<file path="src/hdl/concatenated_segment_mapper_assert.svh">
// assertion macros for the segment mapper
`ifndef CONCATENATED_SEGMENT_MAPPER_ASSERT_SVH
`define CONCATENATED_SEGMENT_MAPPER_ASSERT_SVH

// same-cycle implication, sampled on clk, off during reset
`define CSM_ASSERT_IMP(label, ante, cons) \
    label: assert property (@(posedge clk) disable iff (!rst_n) (ante) |-> (cons)) \
        else $error("segment mapper assertion failed");

// next-cycle implication, sampled on clk, off during reset
`define CSM_ASSERT_NEXT(label, ante, cons) \
    label: assert property (@(posedge clk) disable iff (!rst_n) (ante) |=> (cons)) \
        else $error("segment mapper assertion failed");

`endif

</file>
<file path="src/hdl/csm_pkg.sv">
package csm_pkg;

    localparam int MAX_SEGMENTS_DEF = 16;
    localparam int RESULT_CAP       = 16;
    localparam int QUEUE_DEPTH      = 2;

    localparam int LEN_W  = 31;
    localparam int REQ_W  = 32;
    localparam int OFF_W  = 32;
    localparam int IDX_W  = 4;
    localparam int ACT_W  = 2;
    localparam int ORG_W  = 2;
    localparam int N_W    = $clog2(RESULT_CAP);

    localparam logic [ACT_W-1:0] ACT_APPEND = 2'd0;
    localparam logic [ACT_W-1:0] ACT_SEEK   = 2'd1;
    localparam logic [ACT_W-1:0] ACT_READ   = 2'd2;

    localparam logic [ORG_W-1:0] ORG_START  = 2'd0;
    localparam logic [ORG_W-1:0] ORG_CURSOR = 2'd1;
    localparam logic [ORG_W-1:0] ORG_END    = 2'd2;
    localparam logic [ORG_W-1:0] ORG_BAD    = 2'd3;

    typedef enum logic [2:0] {
        CMD_APPEND,
        CMD_SEEK,
        CMD_READ,
        CMD_NOP,
        CMD_REJECT
    } cmd_kind_t;

    typedef struct packed {
        cmd_kind_t         kind;
        logic [LEN_W-1:0]  seg_len;
        logic [ORG_W-1:0]  origin;
        logic [OFF_W-1:0]  offset;
        logic [REQ_W-1:0]  want;
    } cmd_t;

    typedef struct packed {
        logic valid;
        cmd_t cmd;
    } queue_head_t;

    typedef enum logic [1:0] {
        ST_IDLE,
        ST_SCAN,
        ST_EMIT
    } back_state_t;

endpackage

</file>
<file path="src/hdl/csm_if.sv">
interface csm_in_if;
    logic                              valid;
    logic                              ready;
    logic [csm_pkg::ACT_W-1:0]         action;
    logic [csm_pkg::LEN_W-1:0]         segment_length;
    logic [csm_pkg::ORG_W-1:0]         seek_origin;
    logic signed [csm_pkg::OFF_W-1:0]  seek_offset;
    logic [csm_pkg::REQ_W-1:0]         request_bytes;

    modport source (
        output valid, action, segment_length, seek_origin, seek_offset, request_bytes,
        input  ready
    );
    modport sink (
        input  valid, action, segment_length, seek_origin, seek_offset, request_bytes,
        output ready
    );
endinterface

interface csm_out_if;
    logic                      valid;
    logic                      ready;
    logic                      status;
    logic [csm_pkg::IDX_W-1:0] segment_index;
    logic [csm_pkg::LEN_W-1:0] segment_offset;
    logic [csm_pkg::LEN_W-1:0] chunk_length;
    logic [csm_pkg::LEN_W-1:0] cursor;
    logic [csm_pkg::REQ_W-1:0] bytes_done;
    logic                      last;

    modport source (
        output valid, status, segment_index, segment_offset, chunk_length, cursor,
               bytes_done, last,
        input  ready
    );
    modport sink (
        input  valid, status, segment_index, segment_offset, chunk_length, cursor,
               bytes_done, last,
        output ready
    );
endinterface

</file>
<file path="src/hdl/concatenated_segment_mapper.sv">
// channel  dir  transfer payload
// cmd      in   action, segment_length, seek_origin, seek_offset, request_bytes
// res      out  status, segment_index, segment_offset, chunk_length, cursor,
//               bytes_done, last
//
// an item enters a two-entry command queue; append, seek and no-op items are
// then completed by the back end in its idle state, each loading one result
// a read walks the segment table from entry 0 to the entry that holds the
// cursor, then for each chunk does one table read and one result load
// the walk is set by the single read port of the segment table
// reset clears segment count, total and cursor; the table needs no clearing
// either side may stall: the queue and the result register decouple them
module concatenated_segment_mapper #(
    parameter int MAX_SEGMENTS = csm_pkg::MAX_SEGMENTS_DEF
) (
    input  logic      clk,
    input  logic      rst_n,
    csm_in_if.sink    cmd,
    csm_out_if.source res
);

    csm_pkg::queue_head_t head;
    logic                 pop;

    csm_front u_front (
        .clk   (clk),
        .rst_n (rst_n),
        .cmd   (cmd),
        .head  (head),
        .pop   (pop)
    );

    csm_back #(
        .MAX_SEGMENTS (MAX_SEGMENTS)
    ) u_back (
        .clk   (clk),
        .rst_n (rst_n),
        .head  (head),
        .pop   (pop),
        .res   (res)
    );

endmodule

</file>
<file path="src/hdl/csm_ram.sv">
module csm_ram #(
    parameter int WIDTH = 8,
    parameter int DEPTH = 16
) (
    input  logic                                  clk,
    input  logic                                  we,
    input  logic [(DEPTH > 1 ? $clog2(DEPTH) : 1)-1:0] waddr,
    input  logic [WIDTH-1:0]                      wdata,
    input  logic [(DEPTH > 1 ? $clog2(DEPTH) : 1)-1:0] raddr,
    output logic [WIDTH-1:0]                      rdata
);

    logic [WIDTH-1:0] mem [DEPTH];

    always_ff @(posedge clk)
    begin
        if (we)
        begin
            mem[waddr] <= wdata;
        end
        rdata <= mem[raddr];
    end

endmodule

</file>
<file path="src/hdl/csm_front.sv">
module csm_front (
    input  logic                clk,
    input  logic                rst_n,
    csm_in_if.sink              cmd,
    output csm_pkg::queue_head_t head,
    input  logic                pop
);

    localparam int PW = (csm_pkg::QUEUE_DEPTH > 1) ? $clog2(csm_pkg::QUEUE_DEPTH) : 1;
    localparam int CW = $clog2(csm_pkg::QUEUE_DEPTH + 1);

    csm_pkg::cmd_t   q_mem_reg [csm_pkg::QUEUE_DEPTH];
    logic [PW-1:0]   wr_ptr_reg, wr_ptr_next;
    logic [PW-1:0]   rd_ptr_reg, rd_ptr_next;
    logic [CW-1:0]   cnt_reg, cnt_next;
    csm_pkg::cmd_t   cls;
    logic            push;

    // classify the incoming item
    always_comb
    begin
        cls.seg_len = cmd.segment_length;
        cls.origin  = cmd.seek_origin;
        cls.offset  = cmd.seek_offset;
        cls.want    = cmd.request_bytes;
        unique case (cmd.action)
            csm_pkg::ACT_APPEND: cls.kind = csm_pkg::CMD_APPEND;
            csm_pkg::ACT_SEEK:
            begin
                cls.kind = (cmd.seek_origin == csm_pkg::ORG_BAD) ?
                           csm_pkg::CMD_REJECT : csm_pkg::CMD_SEEK;
            end
            csm_pkg::ACT_READ:
            begin
                // zero-byte read gives the same single result as a no-op
                cls.kind = (cmd.request_bytes == '0) ? csm_pkg::CMD_NOP : csm_pkg::CMD_READ;
            end
            default: cls.kind = csm_pkg::CMD_NOP;
        endcase
    end

    assign cmd.ready  = (cnt_reg != CW'(csm_pkg::QUEUE_DEPTH));
    assign push       = cmd.valid && cmd.ready;
    assign head.valid = (cnt_reg != '0);
    assign head.cmd   = q_mem_reg[rd_ptr_reg];

    always_comb
    begin
        wr_ptr_next = wr_ptr_reg;
        rd_ptr_next = rd_ptr_reg;
        cnt_next    = cnt_reg;
        if (push)
        begin
            wr_ptr_next = (wr_ptr_reg == PW'(csm_pkg::QUEUE_DEPTH - 1)) ? '0 : wr_ptr_reg + 1'b1;
        end
        if (pop)
        begin
            rd_ptr_next = (rd_ptr_reg == PW'(csm_pkg::QUEUE_DEPTH - 1)) ? '0 : rd_ptr_reg + 1'b1;
        end
        if (push && !pop)
        begin
            cnt_next = cnt_reg + 1'b1;
        end
        else if (pop && !push)
        begin
            cnt_next = cnt_reg - 1'b1;
        end
    end

    always_ff @(posedge clk or negedge rst_n)
    begin
        if (!rst_n)
        begin
            wr_ptr_reg <= '0;
            rd_ptr_reg <= '0;
            cnt_reg    <= '0;
        end
        else
        begin
            wr_ptr_reg <= wr_ptr_next;
            rd_ptr_reg <= rd_ptr_next;
            cnt_reg    <= cnt_next;
        end
    end

    always_ff @(posedge clk)
    begin
        if (push)
        begin
            q_mem_reg[wr_ptr_reg] <= cls;
        end
    end

endmodule

</file>
<file path="src/hdl/csm_back.sv">
`include "concatenated_segment_mapper_assert.svh"

module csm_back #(
    parameter int MAX_SEGMENTS = csm_pkg::MAX_SEGMENTS_DEF
) (
    input  logic                 clk,
    input  logic                 rst_n,
    input  csm_pkg::queue_head_t head,
    output logic                 pop,
    csm_out_if.source            res
);

    localparam int IW  = (MAX_SEGMENTS > 1) ? $clog2(MAX_SEGMENTS) : 1;
    localparam int L   = csm_pkg::LEN_W;
    localparam int RW  = 2 * csm_pkg::LEN_W;

    csm_pkg::back_state_t state_reg, state_next;

    logic [IW-1:0]           idx_reg, idx_next;
    logic [IW:0]             count_reg, count_next;
    logic [L-1:0]            total_reg, total_next;
    logic [L-1:0]            cursor_reg, cursor_next;
    logic [csm_pkg::REQ_W-1:0] got_reg, got_next;
    logic [csm_pkg::REQ_W-1:0] rem_reg, rem_next;
    logic [csm_pkg::N_W-1:0] n_reg, n_next;
    logic [L-1:0]            in_seg_reg, in_seg_next;
    logic [L-1:0]            avail_reg, avail_next;
    logic                    end_tot_reg, end_tot_next;

    logic                    out_valid_reg;
    logic                    out_free;
    logic                    res_load;
    logic                    res_status;
    logic [csm_pkg::IDX_W-1:0] res_index;
    logic [L-1:0]            res_offset;
    logic [L-1:0]            res_chunk;
    logic [csm_pkg::REQ_W-1:0] res_done;
    logic                    res_last;
    logic                    status_reg;
    logic [csm_pkg::IDX_W-1:0] index_reg;
    logic [L-1:0]            offset_reg, chunk_reg, cur_out_reg;
    logic [csm_pkg::REQ_W-1:0] done_reg;
    logic                    last_reg;

    logic                    ram_we;
    logic [RW-1:0]           ram_rdata;
    logic [L-1:0]            seg_start, seg_end;
    logic                    hit;

    logic [L:0]              app_sum;
    logic                    app_reject;
    logic [L-1:0]            seek_base;
    logic [L+2:0]            seek_target;
    logic                    seek_reject;
    logic                    rem_le;
    logic                    chunk_last;
    logic [L-1:0]            chunk;

    // segment table: start and end offset of each segment
    csm_ram #(
        .WIDTH (RW),
        .DEPTH (MAX_SEGMENTS)
    ) u_table (
        .clk   (clk),
        .we    (ram_we),
        .waddr (count_reg[IW-1:0]),
        .wdata ({total_reg, app_sum[L-1:0]}),
        .raddr (idx_next),
        .rdata (ram_rdata)
    );

    assign seg_start = ram_rdata[RW-1:L];
    assign seg_end   = ram_rdata[L-1:0];
    assign hit       = (cursor_reg >= seg_start) && (cursor_reg < seg_end);
    assign out_free  = !out_valid_reg || res.ready;

    assign app_sum    = {1'b0, total_reg} + {1'b0, head.cmd.seg_len};
    assign app_reject = (count_reg >= (IW + 1)'(MAX_SEGMENTS)) || app_sum[L];

    always_comb
    begin
        unique case (head.cmd.origin)
            csm_pkg::ORG_START:  seek_base = '0;
            csm_pkg::ORG_CURSOR: seek_base = cursor_reg;
            csm_pkg::ORG_END:    seek_base = total_reg;
            default:             seek_base = '0;
        endcase
    end

    assign seek_target = {3'b000, seek_base} + {{2{head.cmd.offset[csm_pkg::OFF_W-1]}},
                                                head.cmd.offset};
    assign seek_reject = (seek_target[L+2:L] != 3'b000);

    assign rem_le     = (rem_reg <= {1'b0, avail_reg});
    assign chunk      = rem_le ? rem_reg[L-1:0] : avail_reg;
    assign chunk_last = rem_le || end_tot_reg || (n_reg == csm_pkg::N_W'(csm_pkg::RESULT_CAP - 1));

    // next state
    always_comb
    begin
        state_next = state_reg;
        unique case (state_reg)
            csm_pkg::ST_IDLE:
            begin
                if (head.valid && out_free && head.cmd.kind == csm_pkg::CMD_READ &&
                    cursor_reg < total_reg)
                begin
                    state_next = csm_pkg::ST_SCAN;
                end
            end
            csm_pkg::ST_SCAN:
            begin
                if (hit)
                begin
                    state_next = csm_pkg::ST_EMIT;
                end
            end
            csm_pkg::ST_EMIT:
            begin
                if (out_free)
                begin
                    state_next = chunk_last ? csm_pkg::ST_IDLE : csm_pkg::ST_SCAN;
                end
            end
            default: state_next = csm_pkg::ST_IDLE;
        endcase
    end

    // datapath and outputs
    always_comb
    begin
        pop          = 1'b0;
        ram_we       = 1'b0;
        idx_next     = idx_reg;
        count_next   = count_reg;
        total_next   = total_reg;
        cursor_next  = cursor_reg;
        got_next     = got_reg;
        rem_next     = rem_reg;
        n_next       = n_reg;
        in_seg_next  = in_seg_reg;
        avail_next   = avail_reg;
        end_tot_next = end_tot_reg;
        res_load     = 1'b0;
        res_status   = 1'b0;
        res_index    = '0;
        res_offset   = '0;
        res_chunk    = '0;
        res_done     = '0;
        res_last     = 1'b1;
        unique case (state_reg)
            csm_pkg::ST_IDLE:
            begin
                idx_next = '0;
                if (head.valid && out_free)
                begin
                    unique case (head.cmd.kind)
                        csm_pkg::CMD_APPEND:
                        begin
                            pop        = 1'b1;
                            res_load   = 1'b1;
                            res_status = app_reject;
                            if (!app_reject)
                            begin
                                ram_we     = 1'b1;
                                count_next = count_reg + 1'b1;
                                total_next = app_sum[L-1:0];
                            end
                        end
                        csm_pkg::CMD_SEEK:
                        begin
                            pop        = 1'b1;
                            res_load   = 1'b1;
                            res_status = seek_reject;
                            if (!seek_reject)
                            begin
                                cursor_next = seek_target[L-1:0];
                            end
                        end
                        csm_pkg::CMD_READ:
                        begin
                            if (cursor_reg >= total_reg)
                            begin
                                pop      = 1'b1;
                                res_load = 1'b1;
                            end
                            else
                            begin
                                got_next = '0;
                                rem_next = head.cmd.want;
                                n_next   = '0;
                            end
                        end
                        csm_pkg::CMD_NOP:
                        begin
                            pop      = 1'b1;
                            res_load = 1'b1;
                        end
                        csm_pkg::CMD_REJECT:
                        begin
                            pop        = 1'b1;
                            res_load   = 1'b1;
                            res_status = 1'b1;
                        end
                        default:
                        begin
                            pop      = 1'b1;
                            res_load = 1'b1;
                        end
                    endcase
                end
            end
            csm_pkg::ST_SCAN:
            begin
                in_seg_next  = cursor_reg - seg_start;
                avail_next   = seg_end - cursor_reg;
                end_tot_next = (seg_end == total_reg);
                if (!hit)
                begin
                    idx_next = idx_reg + 1'b1;
                end
            end
            csm_pkg::ST_EMIT:
            begin
                if (out_free)
                begin
                    res_load    = 1'b1;
                    res_index   = csm_pkg::IDX_W'(idx_reg);
                    res_offset  = in_seg_reg;
                    res_chunk   = chunk;
                    got_next    = got_reg + {1'b0, chunk};
                    rem_next    = rem_reg - {1'b0, chunk};
                    cursor_next = cursor_reg + chunk;
                    n_next      = n_reg + 1'b1;
                    res_done    = got_next;
                    res_last    = chunk_last;
                    if (chunk_last)
                    begin
                        pop = 1'b1;
                    end
                    else
                    begin
                        idx_next = idx_reg + 1'b1;
                    end
                end
            end
            default:
            begin
                idx_next = '0;
            end
        endcase
    end

    always_ff @(posedge clk or negedge rst_n)
    begin
        if (!rst_n)
        begin
            state_reg     <= csm_pkg::ST_IDLE;
            count_reg     <= '0;
            total_reg     <= '0;
            cursor_reg    <= '0;
            out_valid_reg <= 1'b0;
        end
        else
        begin
            state_reg  <= state_next;
            count_reg  <= count_next;
            total_reg  <= total_next;
            cursor_reg <= cursor_next;
            if (res_load)
            begin
                out_valid_reg <= 1'b1;
            end
            else if (res.ready)
            begin
                out_valid_reg <= 1'b0;
            end
        end
    end

    always_ff @(posedge clk)
    begin
        idx_reg     <= idx_next;
        got_reg     <= got_next;
        rem_reg     <= rem_next;
        n_reg       <= n_next;
        in_seg_reg  <= in_seg_next;
        avail_reg   <= avail_next;
        end_tot_reg <= end_tot_next;
        if (res_load)
        begin
            status_reg  <= res_status;
            index_reg   <= res_index;
            offset_reg  <= res_offset;
            chunk_reg   <= res_chunk;
            cur_out_reg <= cursor_next;
            done_reg    <= res_done;
            last_reg    <= res_last;
        end
    end

    assign res.valid          = out_valid_reg;
    assign res.status         = status_reg;
    assign res.segment_index  = index_reg;
    assign res.segment_offset = offset_reg;
    assign res.chunk_length   = chunk_reg;
    assign res.cursor         = cur_out_reg;
    assign res.bytes_done     = done_reg;
    assign res.last           = last_reg;

    `CSM_ASSERT_IMP(a_load_into_free_slot, res_load, out_free)
    `CSM_ASSERT_IMP(a_scan_below_count, state_reg == csm_pkg::ST_SCAN, {1'b0, idx_reg} < count_reg)
    `CSM_ASSERT_IMP(a_chunk_nonzero, (state_reg == csm_pkg::ST_EMIT) && res_load, res_chunk != '0)
    `CSM_ASSERT_NEXT(a_total_grows, 1'b1, total_reg >= $past(total_reg))

endmodule
</file>
<file path="src/flat_wrapper.sv">
// flat-port wrapper written by rule: the top's interface ports become plain ports
module concatenated_segment_mapper_flat 
#(
    parameter int MAX_SEGMENTS = csm_pkg::MAX_SEGMENTS_DEF
)
  (clk, rst_n, cmd_valid, cmd_action, cmd_segment_length, cmd_seek_origin, cmd_seek_offset, cmd_request_bytes, cmd_ready, res_valid, res_status, res_segment_index, res_segment_offset, res_chunk_length, res_cursor, res_bytes_done, res_last, res_ready);
  csm_in_if cmd_i ();
  csm_out_if res_i ();
  input  logic clk;
  input  logic rst_n;
  input wire logic [$bits(cmd_i.valid)-1:0] cmd_valid;
  input wire logic [$bits(cmd_i.action)-1:0] cmd_action;
  input wire logic [$bits(cmd_i.segment_length)-1:0] cmd_segment_length;
  input wire logic [$bits(cmd_i.seek_origin)-1:0] cmd_seek_origin;
  input wire logic [$bits(cmd_i.seek_offset)-1:0] cmd_seek_offset;
  input wire logic [$bits(cmd_i.request_bytes)-1:0] cmd_request_bytes;
  output wire logic [$bits(cmd_i.ready)-1:0] cmd_ready;
  output wire logic [$bits(res_i.valid)-1:0] res_valid;
  output wire logic [$bits(res_i.status)-1:0] res_status;
  output wire logic [$bits(res_i.segment_index)-1:0] res_segment_index;
  output wire logic [$bits(res_i.segment_offset)-1:0] res_segment_offset;
  output wire logic [$bits(res_i.chunk_length)-1:0] res_chunk_length;
  output wire logic [$bits(res_i.cursor)-1:0] res_cursor;
  output wire logic [$bits(res_i.bytes_done)-1:0] res_bytes_done;
  output wire logic [$bits(res_i.last)-1:0] res_last;
  input wire logic [$bits(res_i.ready)-1:0] res_ready;
  assign cmd_i.valid = cmd_valid;
  assign cmd_i.action = cmd_action;
  assign cmd_i.segment_length = cmd_segment_length;
  assign cmd_i.seek_origin = cmd_seek_origin;
  assign cmd_i.seek_offset = cmd_seek_offset;
  assign cmd_i.request_bytes = cmd_request_bytes;
  assign cmd_ready = cmd_i.ready;
  assign res_valid = res_i.valid;
  assign res_status = res_i.status;
  assign res_segment_index = res_i.segment_index;
  assign res_segment_offset = res_i.segment_offset;
  assign res_chunk_length = res_i.chunk_length;
  assign res_cursor = res_i.cursor;
  assign res_bytes_done = res_i.bytes_done;
  assign res_last = res_i.last;
  assign res_i.ready = res_ready;
  concatenated_segment_mapper #(.MAX_SEGMENTS(MAX_SEGMENTS)) u_core (.clk(clk), .rst_n(rst_n), .cmd(cmd_i), .res(res_i));
endmodule
</file>
<file path="config.mk">
export PLATFORM = sky130hd
export DESIGN_NAME = concatenated_segment_mapper_flat
export DESIGN_NICKNAME = d
export VERILOG_FILES = /design/src/hdl/csm_pkg.sv /design/src/hdl/csm_if.sv /design/src/hdl/concatenated_segment_mapper.sv /design/src/hdl/csm_ram.sv /design/src/hdl/csm_front.sv /design/src/hdl/csm_back.sv /design/src/flat_wrapper.sv
export VERILOG_INCLUDE_DIRS = /design/src /design/src/hdl
export SDC_FILE = /design/constraint.sdc
export NUM_CORES = 2
export LEC_CHECK = 0
export BUFFER_PORTS_ARGS = -buffer_cell sky130_fd_sc_hd__buf_4
export CAP_MARGIN = 20
export CORE_MARGIN = 3
export CORE_UTILIZATION = 25
export CTS_CLUSTER_DIAMETER = 50
export CTS_CLUSTER_SIZE = 30
export DETAILED_ROUTE_END_ITERATION = 12
export GPL_ROUTABILITY_DRIVEN = 0
export PLACE_DENSITY = 0.41
export RECOVER_POWER = 50
export SETUP_SLACK_MARGIN = 0.05
export SYNTH_ARGS = -nofsm -noshare
export SYNTH_HDL_FRONTEND = slang
export SYNTH_SLANG_ARGS = --single-unit
export TNS_END_PERCENT = 20
</file>
<file path="constraint.sdc">
create_clock -name clk -period 13.9 [get_ports clk]
set_input_delay 1.39 -clock clk [delete_from_list [all_inputs] [get_ports clk]]
set_output_delay 1.39 -clock clk [all_outputs]
set_load 0.02 [all_outputs]
</file>
Word level (Yosys, flattened, before mapping):

Memories as Yosys holds them, arrays and structs flattened. A register that Yosys moved wholly into a read port is not among the register bits.
Cells that the tools add are included.

* bitwise logic cells: 1
* equal/unequal tests: 19
* magnitude comparators: 6
* shift operators: 0
* multipliers: 0
* add/subtract/negate cells: 14
* muxes and demuxes: 57
* reduce and logical (&&, ||, !) cells: 28
* div/mod/pow operators: 0

Operators with widths (number)
* 32-bit 2-to-1 mux: 8
* 31-bit 2-to-1 mux: 5
* 32-bit one-hot mux with 2 select lines: 2
* 31-bit one-hot mux with 2 select lines: 2
* 31-bit >= comparator: 2
* 31-bit < comparator: 2
* 31-bit subtractor: 2
* 32-bit by 32-bit adder with 33-bit output: 1
* 31-bit by 31-bit adder with 32-bit output: 1
* 32-bit by 31-bit adder with 32-bit output: 1
* 32-bit by 31-bit <= comparator with 1-bit output: 1
* 32-bit zero test: 1
* 32-bit by 31-bit subtractor with 32-bit output: 1
* 31-bit adder: 1
* 31-bit equality test: 1
* 4-bit 2-to-1 mux: 7
* 1-bit 2-to-1 mux: 20
* 4-bit one-hot mux with 2 select lines: 2
* 2-bit != test (second input constant): 7
* 2-bit 2-to-1 mux: 5
* 3-bit one-hot mux with 3 select lines: 1
* 4-bit by 1-bit adder with 4-bit output (second input constant): 2
* 2-bit equality test (second input constant): 4
* 2-bit nonzero test: 4
* 25 further kinds: 42

* RAM bits: 1192
* input port bits: 103
* register bits after elaboration: 340
* memory bits (read-only): 0
* bits in latches: 0
* memories: 2

Memories
* u_core.u_back.u_table.mem: words 16, bits a word 62, rd ports 1, clocked after Yosys merged registers in 1, wr ports 1, RTL line csm_ram.sv:13 `logic [WIDTH-1:0] mem [DEPTH];`
* u_core.u_front.q_mem_reg: words 2, bits a word 100, rd ports 1, clocked after Yosys merged registers in 0, wr ports 1, RTL line csm_front.sv:12 `csm_pkg::cmd_t q_mem_reg [csm_pkg::QUEUE_DEPTH];`

Logic depth before layout (Yosys ltp):

* depth after elaboration: 9
* gate-level depth with buffers: 26
* gate-level depth less buffers: 23

Hierarchy:

From an unflattened synthesis, not the netlist that was laid out.

* cells, all modules: 4664
* area total of the unflattened synthesis: 72145.4 µm²

Modules (own cells, without submodules)
* csm_ram: times used 1, cells each 1598, area an instance 38333.0 µm²
* csm_back: times used 1, cells each 2720, area an instance 25847.3 µm²
* csm_front: times used 1, cells each 346, area an instance 7965.1 µm²

Least setup slack after synthesis:

No wires, ideal clock.

* path type: reg2reg
* start: register u_core.u_front.rd_ptr_reg
* end: memory u_core.u_back.u_table.mem[0][0] (netlist name) (enable)
* data required time: 13243 ps
* setup slack: 2888 ps
* data arrival time: 10356 ps
* clock period less this slack: 11012 ps
* cell stages (with the launch flop): 20
* setup time: 657 ps
* path buffers: 5
* path through: dfrtp_1 clkbuf_1 clkbuf_1 buf_1 mux2i_1 inv_1 ha_1 a21oi_1 nand4b_1 a31oi_1 a31o_2 a31oi_1 o211ai_1 nand2_1 o2111ai_1 nand2_1 o211ai_1 clkbuf_1 clkbuf_1 nor4b_1

* word-level cells in the longest chain between the ends: 9
* elaborated cells on any way between the ends: 10
* those cells by class: 1 x add/sub; 6 x mux; 2 x reduce/logical; 1 x memory

Ends and longest elaborated chain
* start: declaration: RTL line csm_front.sv:14 `logic [PW-1:0] rd_ptr_reg, rd_ptr_next;`
* start signal: assignment: RTL line csm_front.sv:81 `rd_ptr_reg <= rd_ptr_next;`
* memory read 2 x 100 bit *
* 31-bit by 31-bit adder with 32-bit output: RTL line csm_back.sv:77 `assign app_sum = {1'b0, total_reg} + {1'b0, head.cmd.seg_len};`
* 1-bit logical OR: RTL line csm_back.sv:78 `assign app_reject = (count_reg >= (IW + 1)'(MAX_SEGMENTS)) || app_sum[L];`
* 1-bit 2-to-1 mux: RTL line csm_back.sv:163 `if (!app_reject)`
* 1-bit 2-to-1 mux *: RTL line csm_back.sv:157 `unique case (head.cmd.kind)`
* 1-bit 2-to-1 mux *: RTL line csm_back.sv:155 `if (head.valid && out_free)`
* 1-bit 2-to-1 mux *: RTL line csm_back.sv:151 `unique case (state_reg)`
* 1-bit 2-to-1 mux *: RTL line csm_ram.sv:17 `if (we)`
* 1-bit 2-to-1 mux (not written as such) *: RTL line csm_ram.sv:19 `mem[waddr] <= wdata;`
* end: declaration: RTL line csm_ram.sv:13

Mark *: on every way between the ends. The rest lies on a longest branch, timed or not.

Worst setup path in the final report:

* start: register u_core.u_back.rem_reg[15] (netlist name)
* end: register u_core.u_back.u_table.rdata[61], read port of u_core.u_back.u_table.mem

* word-level cells in the longest chain between the ends: 6

Ends and longest elaborated chain
* start: declaration: RTL line csm_back.sv:24 `logic [csm_pkg::REQ_W-1:0] rem_reg, rem_next;`
* start signal: assignment: RTL line csm_back.sv:285 `rem_reg <= rem_next;`
* 32-bit by 31-bit <= comparator with 1-bit output: RTL line csm_back.sv:94 `assign rem_le = (rem_reg <= {1'b0, avail_reg});`
* 1-bit logical OR (2 in series): RTL line csm_back.sv:96 `assign chunk_last = rem_le || end_tot_reg || (n_reg == csm_pkg::N_W'(csm_pkg::RESULT_CAP - 1));`
* 4-bit 2-to-1 mux: RTL line csm_back.sv:237 `if (chunk_last)`
* 4-bit 2-to-1 mux: RTL line csm_back.sv:225 `if (out_free)`
* 4-bit one-hot mux with 2 select lines: RTL line csm_back.sv:151
* end: declaration: RTL line csm_ram.sv:10 `output logic [WIDTH-1:0] rdata`

Every way passes these cells.
A chain may end at the register's enable or synchronous reset.

==> flow_metrics.env <==
export IMPL_status="finished with violations"
export IMPL_violations="capacitance limit, slew limit"
export IMPL_p_comb_frac=0.472
export IMPL_die_h_um=548.7
export IMPL_ys_types=86
export IMPL_vdd_drop_max_mv=0.2330
export IMPL_core_um2=292100
export IMPL_synth_seq_cells=1594
export IMPL_drtPass1Iterations=6
export IMPL_cp_arrival_ns=10.07
export IMPL_power_mw=25.41
export IMPL_cts_tree="yes"
export IMPL_dp_hpwl_mm=168.1
export IMPL_cts_repair_resized=0
export IMPL_pwr_share_seq=0.325
export IMPL_hold_violations=0
export IMPL_setup_tns_ns=0
export IMPL_synthesis_nets=5935
export IMPL_cts_sinks=1594
export IMPL_synth_simple_area_share=0.1101
export IMPL_synth_area_um2=73630
export IMPL_cp_max_fo=117
export IMPL_synth_compound_area_frac=0.1092
export IMPL_portBuffers=235
export IMPL_largest_reg_flops=992
export IMPL_placedCellCount=9502
export IMPL_synth_enable_flop_cells=1454
export IMPL_synth_cells=5528
export IMPL_final_cell_mix="1,454 x edfxtp_1, 332 x a211oi_1, 326 x and3_1, 307 x nor3_1, 297 x ha_1"
export IMPL_cts_path_max_buffers=4
export IMPL_leakage_nw=29.97
export IMPL_slew_headroom=-2.215
export IMPL_yosysWarnings=0
export IMPL_grt_pass1_vias=47759
export IMPL_fin_hold_ws_ns=0.4986
export IMPL_hp_class="reg2reg"
export IMPL_fin_skew_ns=0.07119
export IMPL_sw_frac_of_total=0.4439
export IMPL_slowest_stage="a21boi_0"
export IMPL_power_density_nw_per_um2=296.4
export IMPL_grt_usage=0.1703
export IMPL_vias=48328
export IMPL_grt_setup_unrepaired="no"
export IMPL_drv_cap=18
export IMPL_max_stage_delay_ns=1.29
export IMPL_ant_nets=0
export IMPL_cts_hold_buf=0
export IMPL_grt_pass1_wl_mm=370.6
export IMPL_stdcell_count=9847
export IMPL_setup_viol=0
export IMPL_vias_per_cell=4.908
export IMPL_startpoint_type="flip-flop"
export IMPL_tightest_slew_ns=4.823
export IMPL_synth_seq_area_share=0.6361
export IMPL_worstPathRequired_ns=14.60
export IMPL_wl_mm=264.8
export IMPL_routedWlPerCell_um=26.89
export IMPL_drc=0
export IMPL_synthMuxAreaShare=0.03672
export IMPL_drv_slew=654
export IMPL_start_util=0.2521
export IMPL_drive_gt1_frac=0.1089
export IMPL_p_sw_mw=11.28
export IMPL_pwr_share_clk=0.204
export IMPL_worstPathCellList="ha_1 > nand4_1 > nor4_1 > a21boi_0 > a22oi_1 > a21boi_0 > clkbuf_1 > o21ai_0 > a31o_4 > and2_4 > inv_8 > buf_4 > buf_4 > mux2i_1 > a211oi_1 > or4_1"
export IMPL_fmax_mhz=106.7
export IMPL_io_pins=236
export IMPL_synth_main_ff_cell="edfxtp_1"
export IMPL_syn2layout_area_growth_pct=16.41
export IMPL_fin_crit_ns=9.369
export IMPL_num_nets_final=6200
export IMPL_layout_cells_most_common="edfxtp_1"
export IMPL_rows=198
export IMPL_root_buffer="clkbuf_16"
export IMPL_path_class="reg2reg"
export IMPL_design_area_um2=85710
export IMPL_placed_cell_area_um2=80290
export IMPL_synth_area_per_cell_um2=13.32
export IMPL_clock_latency_ns=0.88
export IMPL_synthXorXnorAreaFrac=0.02534
export IMPL_cts_inserted_buffers=186
export IMPL_synth_fa_ha_area_frac=0.05237
export IMPL_async_reset_ff_frac=0.04642
export IMPL_drtIter0Drc=4047
export IMPL_grt_ovfl_total=0
export IMPL_synth_top_family_by_area="simple AND/OR/NAND/NOR gates"
export IMPL_clk_pin_slew_ns=0.07
export IMPL_antenna_found_initial=19
export IMPL_chipWidth_um=548.7
export IMPL_min_period_over_period=0.6740
export IMPL_p_int_mw=14.13
export IMPL_cts_setup_buffers=0
export IMPL_dieArea_um2=301100
export IMPL_grt_max_degree=149
export IMPL_h_tree_depth=4
export IMPL_end_kind="flip-flop"
==> worst max-delay path, delay by kind of cell, from the launching register on <==
| kind | cells | cell delay (ns) |
|---|---|---|
| buf+inv | 4 | 3.32 |
| mux | 1 | 0.26 |
| compound gates | 6 | 2.70 |
| flops | 1 | 0.43 |
| simple gates | 4 | 1.81 |
| fa+ha+maj | 1 | 0.33 |
==> cells in the mapped netlist, types with 8 or more instances <==
library cell	number	area, um2
a211o_1	9	78.83
a211oi_1	331	2485
a211oi_2	63	788.3
a21o_1	111	833.3
a21oi_1	224	1121
a221o_1	18	180.2
a22oi_1	37	277.8
a31oi_1	24	150.1
and2_1	52	325.3
and3_1	330	2064
buf_1	24	90.09
buf_2	51	255.2
buf_6	16	180.2
clkbuf_1	200	750.7
dfrtp_1	74	1852
dfxtp_1	66	1321
edfxtp_1	1454	43660
ha_1	297	3716
inv_1	235	882.1
mux2_2	97	1092
mux2i_1	161	1612
nand2_1	145	544.3
nand2b_1	42	262.8
nand3_1	39	195.2
nand4_1	36	225.2
nor2_1	237	889.6
nor2b_1	38	237.7
nor3_1	309	1546
nor4_1	141	882.1
o211ai_1	20	150.1
o21a_1	33	247.7
o21ai_0	142	710.7
o21bai_1	19	142.6
o311ai_0	8	70.07
or2_2	12	75.07
or3_1	20	125.1
or4_1	65	488.0
xnor2_1	140	1226
xor2_1	73	639.4
==> cell type report <==
type	count	area, um2
inverter	237	897.1
clock buffer	202	4808
tap	3900	4880
multi-input combinational	3398	24680
clock inverter	136	1650
timing repair buffer	376	1948
fill	29606	206400
sequential	1594	46830
antenna	4	10.01
==> power by group through the flow <==
stage	sequential (mW)	clock [mW]	combinational (mW)
finish	8.25	5.17	12.0
global route	8.32	5.49	13.1
CTS	8.20	5.31	12.3
detailed placement	8.30	0	12.3
global placement	8.31	0	12.2
floorplan	8.18	0	7.34
==> cell families after synthesis <==
group	count (synthesis)
AOI/OAI and AO/OA	1129
xor gates and xnor gates	213
adders and majority gates	304
buffers and inverters	536
DFF	1594
muxes	258
and+or+nand+nor	1494
==> stage by stage <==
stage,util,setup WS (ns)
3_5_place_dp,0.2749,6.331
2_1_floorplan,-,2.888
3_3_place_gp,0.2747,6.455
4_1_cts,0.2970,6.285
6_report,0.2935,4.531
5_1_grt,0.2934,3.700
==> layer usage <==
| layer | vias to the layer above | part of all wire | global-route usage |
|---|---|---|---|
| met2 | 1207 | 0.47 | 0.2796 |
| met5 | - | 0.00017 | 0 |
| met1 | 24745 | 0.46 | 0.2334 |
| met4 | 8 | 0.029 | 0.04709 |
| met3 | 348 | 0.046 | 0.02521 |
| li1 | 22020 | - | - |
==> worst paths after layout <==
kind                                                         to                 startpoint  slack, ns  cells after the start
worst min-delay path                  u_core.u_front.wr_ptr_reg  u_core.u_front.wr_ptr_reg       0.50                      1
worst max-delay path            u_core.u_back.u_table.rdata[61]  u_core.u_back.rem_reg[15]       4.53                     16
min in group asynchronous            u_core.u_back.total_reg[6]                      rst_n       1.50                      1
worst min register to register        u_core.u_front.wr_ptr_reg  u_core.u_front.wr_ptr_reg       0.50                      1
worst max register to register  u_core.u_back.u_table.rdata[61]  u_core.u_back.rem_reg[15]       4.53                     16
max in group asynchronous          u_core.u_back.cursor_reg[27]                      rst_n       8.78                      2
(Power assumes the default switching activity.)
